[src/rtl/core/ktt_pkg.sv]
// ----------------------------------------------------------------------------
// ktt_pkg
// Shared types and constants for the keyed timeout table: request codes,
// field widths and the command/status bundles between controller and datapath.
// ----------------------------------------------------------------------------
`default_nettype none

package ktt_pkg;

  // Default table depth
  localparam int unsigned ENTRIES_DEF = 16;

  // Field widths
  localparam int unsigned REQ_W   = 3;
  localparam int unsigned KEY_W   = 32;
  localparam int unsigned LIMIT_W = 32;
  localparam int unsigned TIME_W  = 32;
  localparam int unsigned USED_W  = 5;

  // Stream widths
  localparam int unsigned S_DATA_W = KEY_W + LIMIT_W;  // 64 bits
  localparam int unsigned M_DATA_W = 8;                // flag + used, padded

  // Request codes
  typedef enum logic [REQ_W-1:0] {
    REQ_SET   = 3'd0,
    REQ_CHECK = 3'd1,
    REQ_CLEAR = 3'd2,
    REQ_SWEEP = 3'd3,
    REQ_TICK  = 3'd4
  } req_e;

  // Controller -> datapath
  typedef struct packed {
    logic load;     // capture key/limit, restart the scan
    logic scan;     // issue a table read at the scan index
    logic arm;      // write key/limit/start, mark active
    logic arm_new;  // with arm: append at fill count and grow it
    logic deact;    // clear the active bit of the entry just read
    logic tick;     // advance the millisecond counter
  } ktt_cmd_t;

  // Datapath -> controller
  typedef struct packed {
    logic              rd_vld;      // read data of one entry is present
    logic              rd_match;    // that entry holds the requested key
    logic              rd_active;   // that entry is active
    logic              rd_expired;  // that entry's elapsed time exceeds its limit
    logic              scan_end;    // all occupied entries have been issued
    logic              full;        // no free entry left
    logic [USED_W-1:0] used;        // fill count, low bits
  } ktt_stat_t;

endpackage

`default_nettype wire

[src/rtl/core/ktt_dp.sv]
// ----------------------------------------------------------------------------
// ktt_dp
// Datapath: entry memories, active bits, millisecond counter, fill count and
// the scan pipeline (one registered memory read per cycle, compare next cycle).
// ----------------------------------------------------------------------------
`default_nettype none

module ktt_dp #(
  parameter int unsigned ENTRIES = ktt_pkg::ENTRIES_DEF
) (
  input  wire logic                         clk_i,
  input  wire logic                         rst_ni,
  input  wire ktt_pkg::ktt_cmd_t            cmd_i,
  input  wire logic [ktt_pkg::KEY_W-1:0]    key_i,
  input  wire logic [ktt_pkg::LIMIT_W-1:0]  limit_i,
  output ktt_pkg::ktt_stat_t                stat_o
);

  localparam int unsigned IdxW = (ENTRIES > 1) ? $clog2(ENTRIES) : 1;
  localparam int unsigned CntW = $clog2(ENTRIES + 1);

  // Entry storage, no reset: only entries below the fill count are read
  logic [ktt_pkg::KEY_W-1:0]   mem_key   [ENTRIES];
  logic [ktt_pkg::LIMIT_W-1:0] mem_limit [ENTRIES];
  logic [ktt_pkg::TIME_W-1:0]  mem_start [ENTRIES];

  logic [ENTRIES-1:0]          active_q, active_d;
  logic [ktt_pkg::TIME_W-1:0]  now_q;
  logic [CntW-1:0]             fill_q;
  logic [CntW-1:0]             idx_q;
  logic                        rd_vld_q;
  logic [IdxW-1:0]             rd_idx_q;
  logic [ktt_pkg::KEY_W-1:0]   rd_key_q;
  logic [ktt_pkg::LIMIT_W-1:0] rd_limit_q;
  logic [ktt_pkg::TIME_W-1:0]  rd_start_q;
  logic [ktt_pkg::KEY_W-1:0]   key_q;
  logic [ktt_pkg::LIMIT_W-1:0] limit_q;

  logic                        scan_end;
  logic                        full;
  logic [IdxW-1:0]             wr_addr;
  logic [ktt_pkg::TIME_W-1:0]  elapsed;

  assign scan_end = (idx_q >= fill_q);
  assign full     = (fill_q == CntW'(ENTRIES));
  assign wr_addr  = cmd_i.arm_new ? fill_q[IdxW-1:0] : rd_idx_q;
  assign elapsed  = now_q - rd_start_q;

  // Active bits: arm sets, deactivate clears the entry just read
  always_comb begin
    active_d = active_q;
    if (cmd_i.deact) begin
      active_d[rd_idx_q] = 1'b0;
    end
    if (cmd_i.arm) begin
      active_d[wr_addr] = 1'b1;
    end
  end

  // Control state of the datapath
  always_ff @(posedge clk_i or negedge rst_ni) begin
    if (!rst_ni) begin
      active_q <= '0;
      now_q    <= '0;
      fill_q   <= '0;
      idx_q    <= '0;
      rd_vld_q <= 1'b0;
    end else begin
      active_q <= active_d;
      if (cmd_i.tick) begin
        now_q <= now_q + ktt_pkg::TIME_W'(1);
      end
      if (cmd_i.arm && cmd_i.arm_new) begin
        fill_q <= fill_q + CntW'(1);
      end
      if (cmd_i.load) begin
        idx_q    <= '0;
        rd_vld_q <= 1'b0;
      end else begin
        rd_vld_q <= cmd_i.scan && !scan_end;
        if (cmd_i.scan && !scan_end) begin
          idx_q <= idx_q + CntW'(1);
        end
      end
    end
  end

  // Request operands and scan index of the pending read
  always_ff @(posedge clk_i) begin
    if (cmd_i.load) begin
      key_q   <= key_i;
      limit_q <= limit_i;
    end
    if (cmd_i.scan) begin
      rd_idx_q <= idx_q[IdxW-1:0];
    end
  end

  // Memory: one write and one registered read per cycle
  always_ff @(posedge clk_i) begin
    if (cmd_i.arm) begin
      mem_key[wr_addr]   <= key_q;
      mem_limit[wr_addr] <= limit_q;
      mem_start[wr_addr] <= now_q;
    end
    if (cmd_i.scan && !scan_end) begin
      rd_key_q   <= mem_key[idx_q[IdxW-1:0]];
      rd_limit_q <= mem_limit[idx_q[IdxW-1:0]];
      rd_start_q <= mem_start[idx_q[IdxW-1:0]];
    end
  end

  // Status toward the controller
  always_comb begin
    stat_o.rd_vld     = rd_vld_q;
    stat_o.rd_match   = rd_vld_q && (rd_key_q == key_q);
    stat_o.rd_active  = active_q[rd_idx_q];
    stat_o.rd_expired = (elapsed > rd_limit_q);
    stat_o.scan_end   = scan_end;
    stat_o.full       = full;
    stat_o.used       = ktt_pkg::USED_W'(fill_q);
  end

endmodule

`default_nettype wire

[src/rtl/core/ktt_ctrl.sv]
// ----------------------------------------------------------------------------
// ktt_ctrl
// Controller: takes request beats, steers the datapath scan, decides the
// flag and holds the output register of the result channel.
// ----------------------------------------------------------------------------
`default_nettype none

module ktt_ctrl (
  input  wire logic                         clk_i,
  input  wire logic                         rst_ni,
  input  wire logic                         s_tvalid_i,
  output logic                              s_tready_o,
  input  wire logic [ktt_pkg::REQ_W-1:0]    s_req_i,
  output logic                              m_tvalid_o,
  input  wire logic                         m_tready_i,
  output logic                              m_flag_o,
  output logic [ktt_pkg::USED_W-1:0]        m_used_o,
  output ktt_pkg::ktt_cmd_t                 cmd_o,
  input  wire ktt_pkg::ktt_stat_t           stat_i
);

  typedef enum logic [1:0] {
    ST_IDLE,
    ST_SCAN,
    ST_DONE
  } state_e;

  state_e                       state_q;
  ktt_pkg::req_e                req_q;
  logic                         flag_q;
  logic                         m_valid_q;
  logic                         m_flag_q;
  logic [ktt_pkg::USED_W-1:0]   m_used_q;

  logic                         accept;
  logic                         is_search;
  logic                         finish;
  logic                         fin_flag;
  logic                         m_load;

  assign s_tready_o = (state_q == ST_IDLE);
  assign accept     = s_tvalid_i && s_tready_o;
  assign m_tvalid_o = m_valid_q;
  assign m_flag_o   = m_flag_q;
  assign m_used_o   = m_used_q;

  // Result register takes a new beat when it is empty or being drained
  assign m_load     = (state_q == ST_DONE) && (!m_valid_q || m_tready_i);

  always_comb begin
    case (ktt_pkg::req_e'(s_req_i))
      ktt_pkg::REQ_SET,
      ktt_pkg::REQ_CHECK,
      ktt_pkg::REQ_CLEAR,
      ktt_pkg::REQ_SWEEP: is_search = 1'b1;
      default:            is_search = 1'b0;
    endcase
  end

  // Commands and end-of-scan decision
  always_comb begin
    cmd_o    = '0;
    finish   = 1'b0;
    fin_flag = 1'b0;
    case (state_q)
      ST_IDLE: begin
        if (accept) begin
          cmd_o.load = is_search;
          cmd_o.tick = (ktt_pkg::req_e'(s_req_i) == ktt_pkg::REQ_TICK);
        end
      end
      ST_SCAN: begin
        if (stat_i.rd_match && (req_q != ktt_pkg::REQ_SWEEP)) begin
          // first entry holding the key
          finish = 1'b1;
          case (req_q)
            ktt_pkg::REQ_SET: begin
              cmd_o.arm = 1'b1;
              fin_flag  = 1'b1;
            end
            ktt_pkg::REQ_CHECK: begin
              if (stat_i.rd_active && stat_i.rd_expired) begin
                cmd_o.deact = 1'b1;
                fin_flag    = 1'b1;
              end
            end
            ktt_pkg::REQ_CLEAR: cmd_o.deact = 1'b1;
            default:            cmd_o.deact = 1'b0;
          endcase
        end else begin
          cmd_o.scan = 1'b1;
          if ((req_q == ktt_pkg::REQ_SWEEP) && stat_i.rd_vld &&
              stat_i.rd_active && stat_i.rd_expired) begin
            cmd_o.deact = 1'b1;
          end
          if (stat_i.scan_end && !stat_i.rd_vld) begin
            // key not present: a set appends when room is left
            finish = 1'b1;
            if ((req_q == ktt_pkg::REQ_SET) && !stat_i.full) begin
              cmd_o.arm     = 1'b1;
              cmd_o.arm_new = 1'b1;
              fin_flag      = 1'b1;
            end
          end
        end
      end
      default: begin
        cmd_o = '0;
      end
    endcase
  end

  // State and result register
  always_ff @(posedge clk_i or negedge rst_ni) begin
    if (!rst_ni) begin
      state_q   <= ST_IDLE;
      req_q     <= ktt_pkg::REQ_SET;
      flag_q    <= 1'b0;
      m_valid_q <= 1'b0;
      m_flag_q  <= 1'b0;
      m_used_q  <= '0;
    end else begin
      if (m_load) begin
        m_valid_q <= 1'b1;
      end else if (m_tready_i) begin
        m_valid_q <= 1'b0;
      end
      case (state_q)
        ST_IDLE: begin
          if (accept) begin
            req_q  <= ktt_pkg::req_e'(s_req_i);
            flag_q <= 1'b0;
            state_q <= is_search ? ST_SCAN : ST_DONE;
          end
        end
        ST_SCAN: begin
          if (finish) begin
            flag_q  <= fin_flag;
            state_q <= ST_DONE;
          end
        end
        ST_DONE: begin
          if (m_load) begin
            m_flag_q  <= flag_q;
            m_used_q  <= stat_i.used;
            state_q   <= ST_IDLE;
          end
        end
        default: begin
          state_q <= ST_IDLE;
        end
      endcase
    end
  end

endmodule

`default_nettype wire

[src/rtl/core/keyed_timeout_table.sv]
// ----------------------------------------------------------------------------
// keyed_timeout_table
// Table of keyed timeouts against a millisecond counter advanced by tick
// requests: set/re-arm, check expiry, clear, sweep expired entries.
//
//   channel   dir  tdata                          tuser
//   s_axis    in   [31:0] key, [63:32] limit_ms   [2:0] req_type
//   m_axis    out  [0] flag, [5:1] used_entries   -
//
// Set, check, clear and sweep scan the occupied entries through one memory
// read port, one entry a cycle; a hit on the key ends the scan early for
// set, check and clear. Tick and unused codes skip the scan and go straight
// to the result. Reset clears the counter, the fill count and the active
// bits at once; the entry memory needs no clearing pass. A result waiting
// in the output register does not block the next request beat, only the
// one after it.
// ----------------------------------------------------------------------------
`default_nettype none

module keyed_timeout_table #(
  parameter int unsigned ENTRIES = ktt_pkg::ENTRIES_DEF
) (
  input  wire logic                           clk_i,
  input  wire logic                           rst_ni,
  input  wire logic                           s_axis_tvalid,
  output logic                                s_axis_tready,
  input  wire logic [ktt_pkg::S_DATA_W-1:0]   s_axis_tdata,  // key, limit_ms
  input  wire logic [ktt_pkg::REQ_W-1:0]      s_axis_tuser,  // req_type
  output logic                                m_axis_tvalid,
  input  wire logic                           m_axis_tready,
  output logic [ktt_pkg::M_DATA_W-1:0]        m_axis_tdata   // flag, used_entries
);

  ktt_pkg::ktt_cmd_t              cmd;
  ktt_pkg::ktt_stat_t             stat;
  logic                           m_flag;
  logic [ktt_pkg::USED_W-1:0]     m_used;

  ktt_ctrl u_ctrl (
    .clk_i      (clk_i),
    .rst_ni     (rst_ni),
    .s_tvalid_i (s_axis_tvalid),
    .s_tready_o (s_axis_tready),
    .s_req_i    (s_axis_tuser),
    .m_tvalid_o (m_axis_tvalid),
    .m_tready_i (m_axis_tready),
    .m_flag_o   (m_flag),
    .m_used_o   (m_used),
    .cmd_o      (cmd),
    .stat_i     (stat)
  );

  ktt_dp #(
    .ENTRIES (ENTRIES)
  ) u_dp (
    .clk_i   (clk_i),
    .rst_ni  (rst_ni),
    .cmd_i   (cmd),
    .key_i   (s_axis_tdata[ktt_pkg::KEY_W-1:0]),
    .limit_i (s_axis_tdata[ktt_pkg::S_DATA_W-1:ktt_pkg::KEY_W]),
    .stat_o  (stat)
  );

  assign m_axis_tdata = {
    (ktt_pkg::M_DATA_W - ktt_pkg::USED_W - 1)'(0), m_used, m_flag
  };

  // One request at a time: an accepted beat closes the input
  a_one_at_a_time : assert property (@(posedge clk_i) disable iff (!rst_ni)
    (s_axis_tvalid && s_axis_tready) |=> !s_axis_tready)
    else $error("request accepted while another is in progress");

  // Never append to a full table
  a_no_append_full : assert property (@(posedge clk_i) disable iff (!rst_ni)
    stat.full |-> !(cmd.arm && cmd.arm_new))
    else $error("append issued on a full table");

  // Fill count only grows, one step at a time
  a_fill_step : assert property (@(posedge clk_i) disable iff (!rst_ni)
    (stat.used != $past(stat.used)) |->
      (stat.used == $past(stat.used) + ktt_pkg::USED_W'(1)))
    else $error("fill count moved by other than one");

  // Table operations only run while a search request is in progress
  a_cmd_idle : assert property (@(posedge clk_i) disable iff (!rst_ni)
    s_axis_tready |-> !(cmd.arm || cmd.deact || cmd.scan))
    else $error("table operation while idle");

endmodule

`default_nettype wire
[config.mk]
export PLATFORM = sky130hd
export DESIGN_NAME = keyed_timeout_table
export DESIGN_NICKNAME = d
export VERILOG_FILES = /design/src/rtl/core/ktt_pkg.sv /design/src/rtl/core/ktt_dp.sv /design/src/rtl/core/ktt_ctrl.sv /design/src/rtl/core/keyed_timeout_table.sv
export SDC_FILE = /design/constraint.sdc
export NUM_CORES = 2
export LEC_CHECK = 0
export ABC_AREA = 1
export ABC_CLOCK_PERIOD_IN_PS = 17300
export BUFFER_PORTS_ARGS = -buffer_cell sky130_fd_sc_hd__buf_2
export CORE_UTILIZATION = 65
export DETAILED_ROUTE_END_ITERATION = 10
export GPL_TIMING_DRIVEN = 1
export HOLD_SLACK_MARGIN = 0.06
export PLACE_DENSITY_LB_ADDON = 0.05
export SLEW_MARGIN = 25
export SYNTH_ARGS = -nofsm -noshare
export SYNTH_HDL_FRONTEND = slang
export SYNTH_SLANG_ARGS = --single-unit
export TNS_END_PERCENT = 5
[constraint.sdc]
create_clock -name clk_i -period 17.3 [get_ports clk_i]
set_clock_uncertainty 0.1 [all_clocks]
set_input_delay 2.595 -clock clk_i [delete_from_list [all_inputs] [get_ports clk_i]]
set_output_delay 2.595 -clock clk_i [all_outputs]
set_load 0.05 [all_outputs]
==> reports/qor.txt <==
status: finished, final reports clean
Mapped Area: 71,300 sq um
CP endpoint kind: register
IO Port Bufs: 78
Worst EP required: 17.60 ns
main flop type after synthesis: edfxtp_1
post-synthesis cell type count: 52
initial DRC count: 5,509
Async S/R FF share, synth: 4.06%
number of vias per cell: 6.42
largest net degree at the start of global routing: 212
Max Freq: 0.153 GHz
Routed Antenna Nets: 0
# setup viols final: 0
root buf cell: clkbuf_16
CTS hold repair buffers: 0
syn avg cell area: 13.0 sq um
Final Hold Vio Count: 0
CTS tree: yes
DP Worst Slack: 10.88 ns
post_cts resized: 0
CTS Buffer Depth: 3
residual DRC count: 0
wire length per cell: 25.5 um
Pwr per Cell Area: 127 nW/um^2
Core Util, Final: 72.3%
gr ovfl total: 0
Startpoint Class: register
area post-placement: 73,100 sq um
Leakage: 26.5 nW
worst vdd ir: 105 uV
initial core utilization: 65.6%
Tmin final: 6.55 ns
final wirelength: 180,000 um
number of synthesized flops with an enable pin: 1,700
Final period util: 37.9%
WP data arrival: 6.86 ns
total chip power: 9.97 mW
Yosys reg bits: 1,772
TNS Setup: 0 ns
P&R area growth vs syn: 10.2%
CTS buffer count: 172
die width: 333 um
max-slew violation count: 0
Max-slew headroom: 26.5%
clk sinks: 1,772
worst hold path class: reg2reg
worst skew pair latency: 0.79 ns
Die H: 333 um
initial antenna violation count: 3
commonest non-fill, non-tap cell in the layout: edfxtp_1
GP Congestion: 0.922
Die ar.: 111,000 sq um
WS Path Type: reg2reg
Pre-antenna DRT Iters: 6
Hold Slack: 0.385 ns
Setup Buffers After CTS: 0
most frequent cells in the layout: edfxtp_1 (1,700), nor2_1 (870), o21ai_0 (810), nand2_1 (474), o22ai_1 (227)
fraction of layout cells with a size suffix above 1: 8.38%
post-synthesis sequential area ratio: 74.2%
first-pass GRT wire length: 267,000 um
Syn. warnings: 0
final net count: 5,650
RSZ-0062 raised after global routing: false
Global Route Usage Sum: 32.4%
crit path max fanout: 97
max cap viols: 0
H-tree depth: 4
final worst slack: 10.75 ns
Inserted Diodes: 0
Post-Synthesis Cells: 5,480
Reg clk slew, reported paths: 0.06 ns
I/O pin cnt: 81
DP HPWL: 96,600 um
placed cell count: 6,746
Core ar.: 109,000 sq um
post-route cell area: 78,600 sq um
Cell Rows: 121
Layout Cells excl Fill: 7,059
vias in the first global route: 43,327
vias: 45,286
actual slew at the worst max-slew pin: 1.10 ns
-- cells in the mapped netlist, types with 21 or more instances --
cell type,n,area share (%)
clkbuf_1,260,1.4
buf_2,32,0.22
xor2_1,46,0.57
dfrtp_1,72,2.5
edfxtp_1,1700,72
nor3_1,21,0.15
inv_1,197,1.0
nand4_1,45,0.40
o22ai_1,227,2.0
xnor2_1,32,0.39
nor2_1,888,4.7
ha_1,72,1.3
a21oi_1,64,0.45
o211ai_1,37,0.39
nand2_1,474,2.5
o21ai_0,810,5.7
nand3_1,221,1.6
o221ai_1,157,1.9
-- state kept, by name, summed over array words and instances, names as in the netlist --
signal             count
u_dp.mem_key         512
u_dp.mem_limit       512
u_dp.mem_start       512
u_dp.key_q            32
u_dp.limit_q          32
u_dp.now_q            32
u_dp.rd_key_q         32
u_dp.rd_limit_q       32
u_dp.rd_start_q       32
u_dp.active_q         16
u_ctrl.m_used_o        5
u_dp.fill_q            5
u_dp.idx_q             5
u_dp.rd_idx_q          4
u_ctrl.req_q           3
u_ctrl.state_q         2
u_ctrl.flag_q          1
u_ctrl.m_flag_o        1
u_ctrl.m_tvalid_o      1
u_dp.rd_vld_q          1
-- critical path, cell delays in order, from the launching register on --
cell	delay (ns)
dfrtp_4	0.99
inv_8	0.40
ha_1	0.43
nand4_1	0.08
nand3_1	0.25
nand4_2	0.29
o21ai_1	0.67
nand4_1	0.58
nor2_4	0.62
buf_4	0.84
buf_4	0.74
-- layout make-up --
cell class	count	area, sq um
inverters	205	802
flip-flops and latches	1772	52900
well taps	1414	1770
fillers	7185	30200
clock buffers	217	4560
repair buffers	170	1170
multi-input cells	3185	16500
clock inverters	96	886
-- power breakdown --
part | internal (mW) | switching (mW)
clock | 2.04 | 1.58
combinational | 0.362 | 0.973
sequential | 4.87 | 0.148
-- routing by layer --
metal	global-route usage [%]	wire [um]
met5	0	23
met4	10.6	5190
met3	4.42	14500
met2	52.4	87100
met1	46.0	73000
-- cell families after synthesis --
logic type	Yosys count	synth area share [%]
other cells	1	0.00526
compound gates	1338	10.9
buf+inv	524	2.87
xor+xnor	78	0.959
flops	1772	74.2
mux	1	0.0158
fa+ha+maj	73	1.29
simple gates	1693	9.78
-- path summary, 6_finish.rpt --
kind	cells past startpoint	start	endpoint	slack (ns)
min	2	u_dp.active_q[4]	u_dp.active_q[4]	0.39
min reg2reg	2	u_dp.active_q[4]	u_dp.active_q[4]	0.39
max reg2reg	10	u_dp.idx_q[0]	u_dp.mem_limit[9][17]	10.75
max in group asynchronous	1	rst_ni	u_dp.idx_q[0]	14.75
min in group asynchronous	1	rst_ni	u_dp.active_q[8]	1.75
max	10	u_dp.idx_q[0]	u_dp.mem_limit[9][17]	10.75
(Power assumes the default switching activity.)
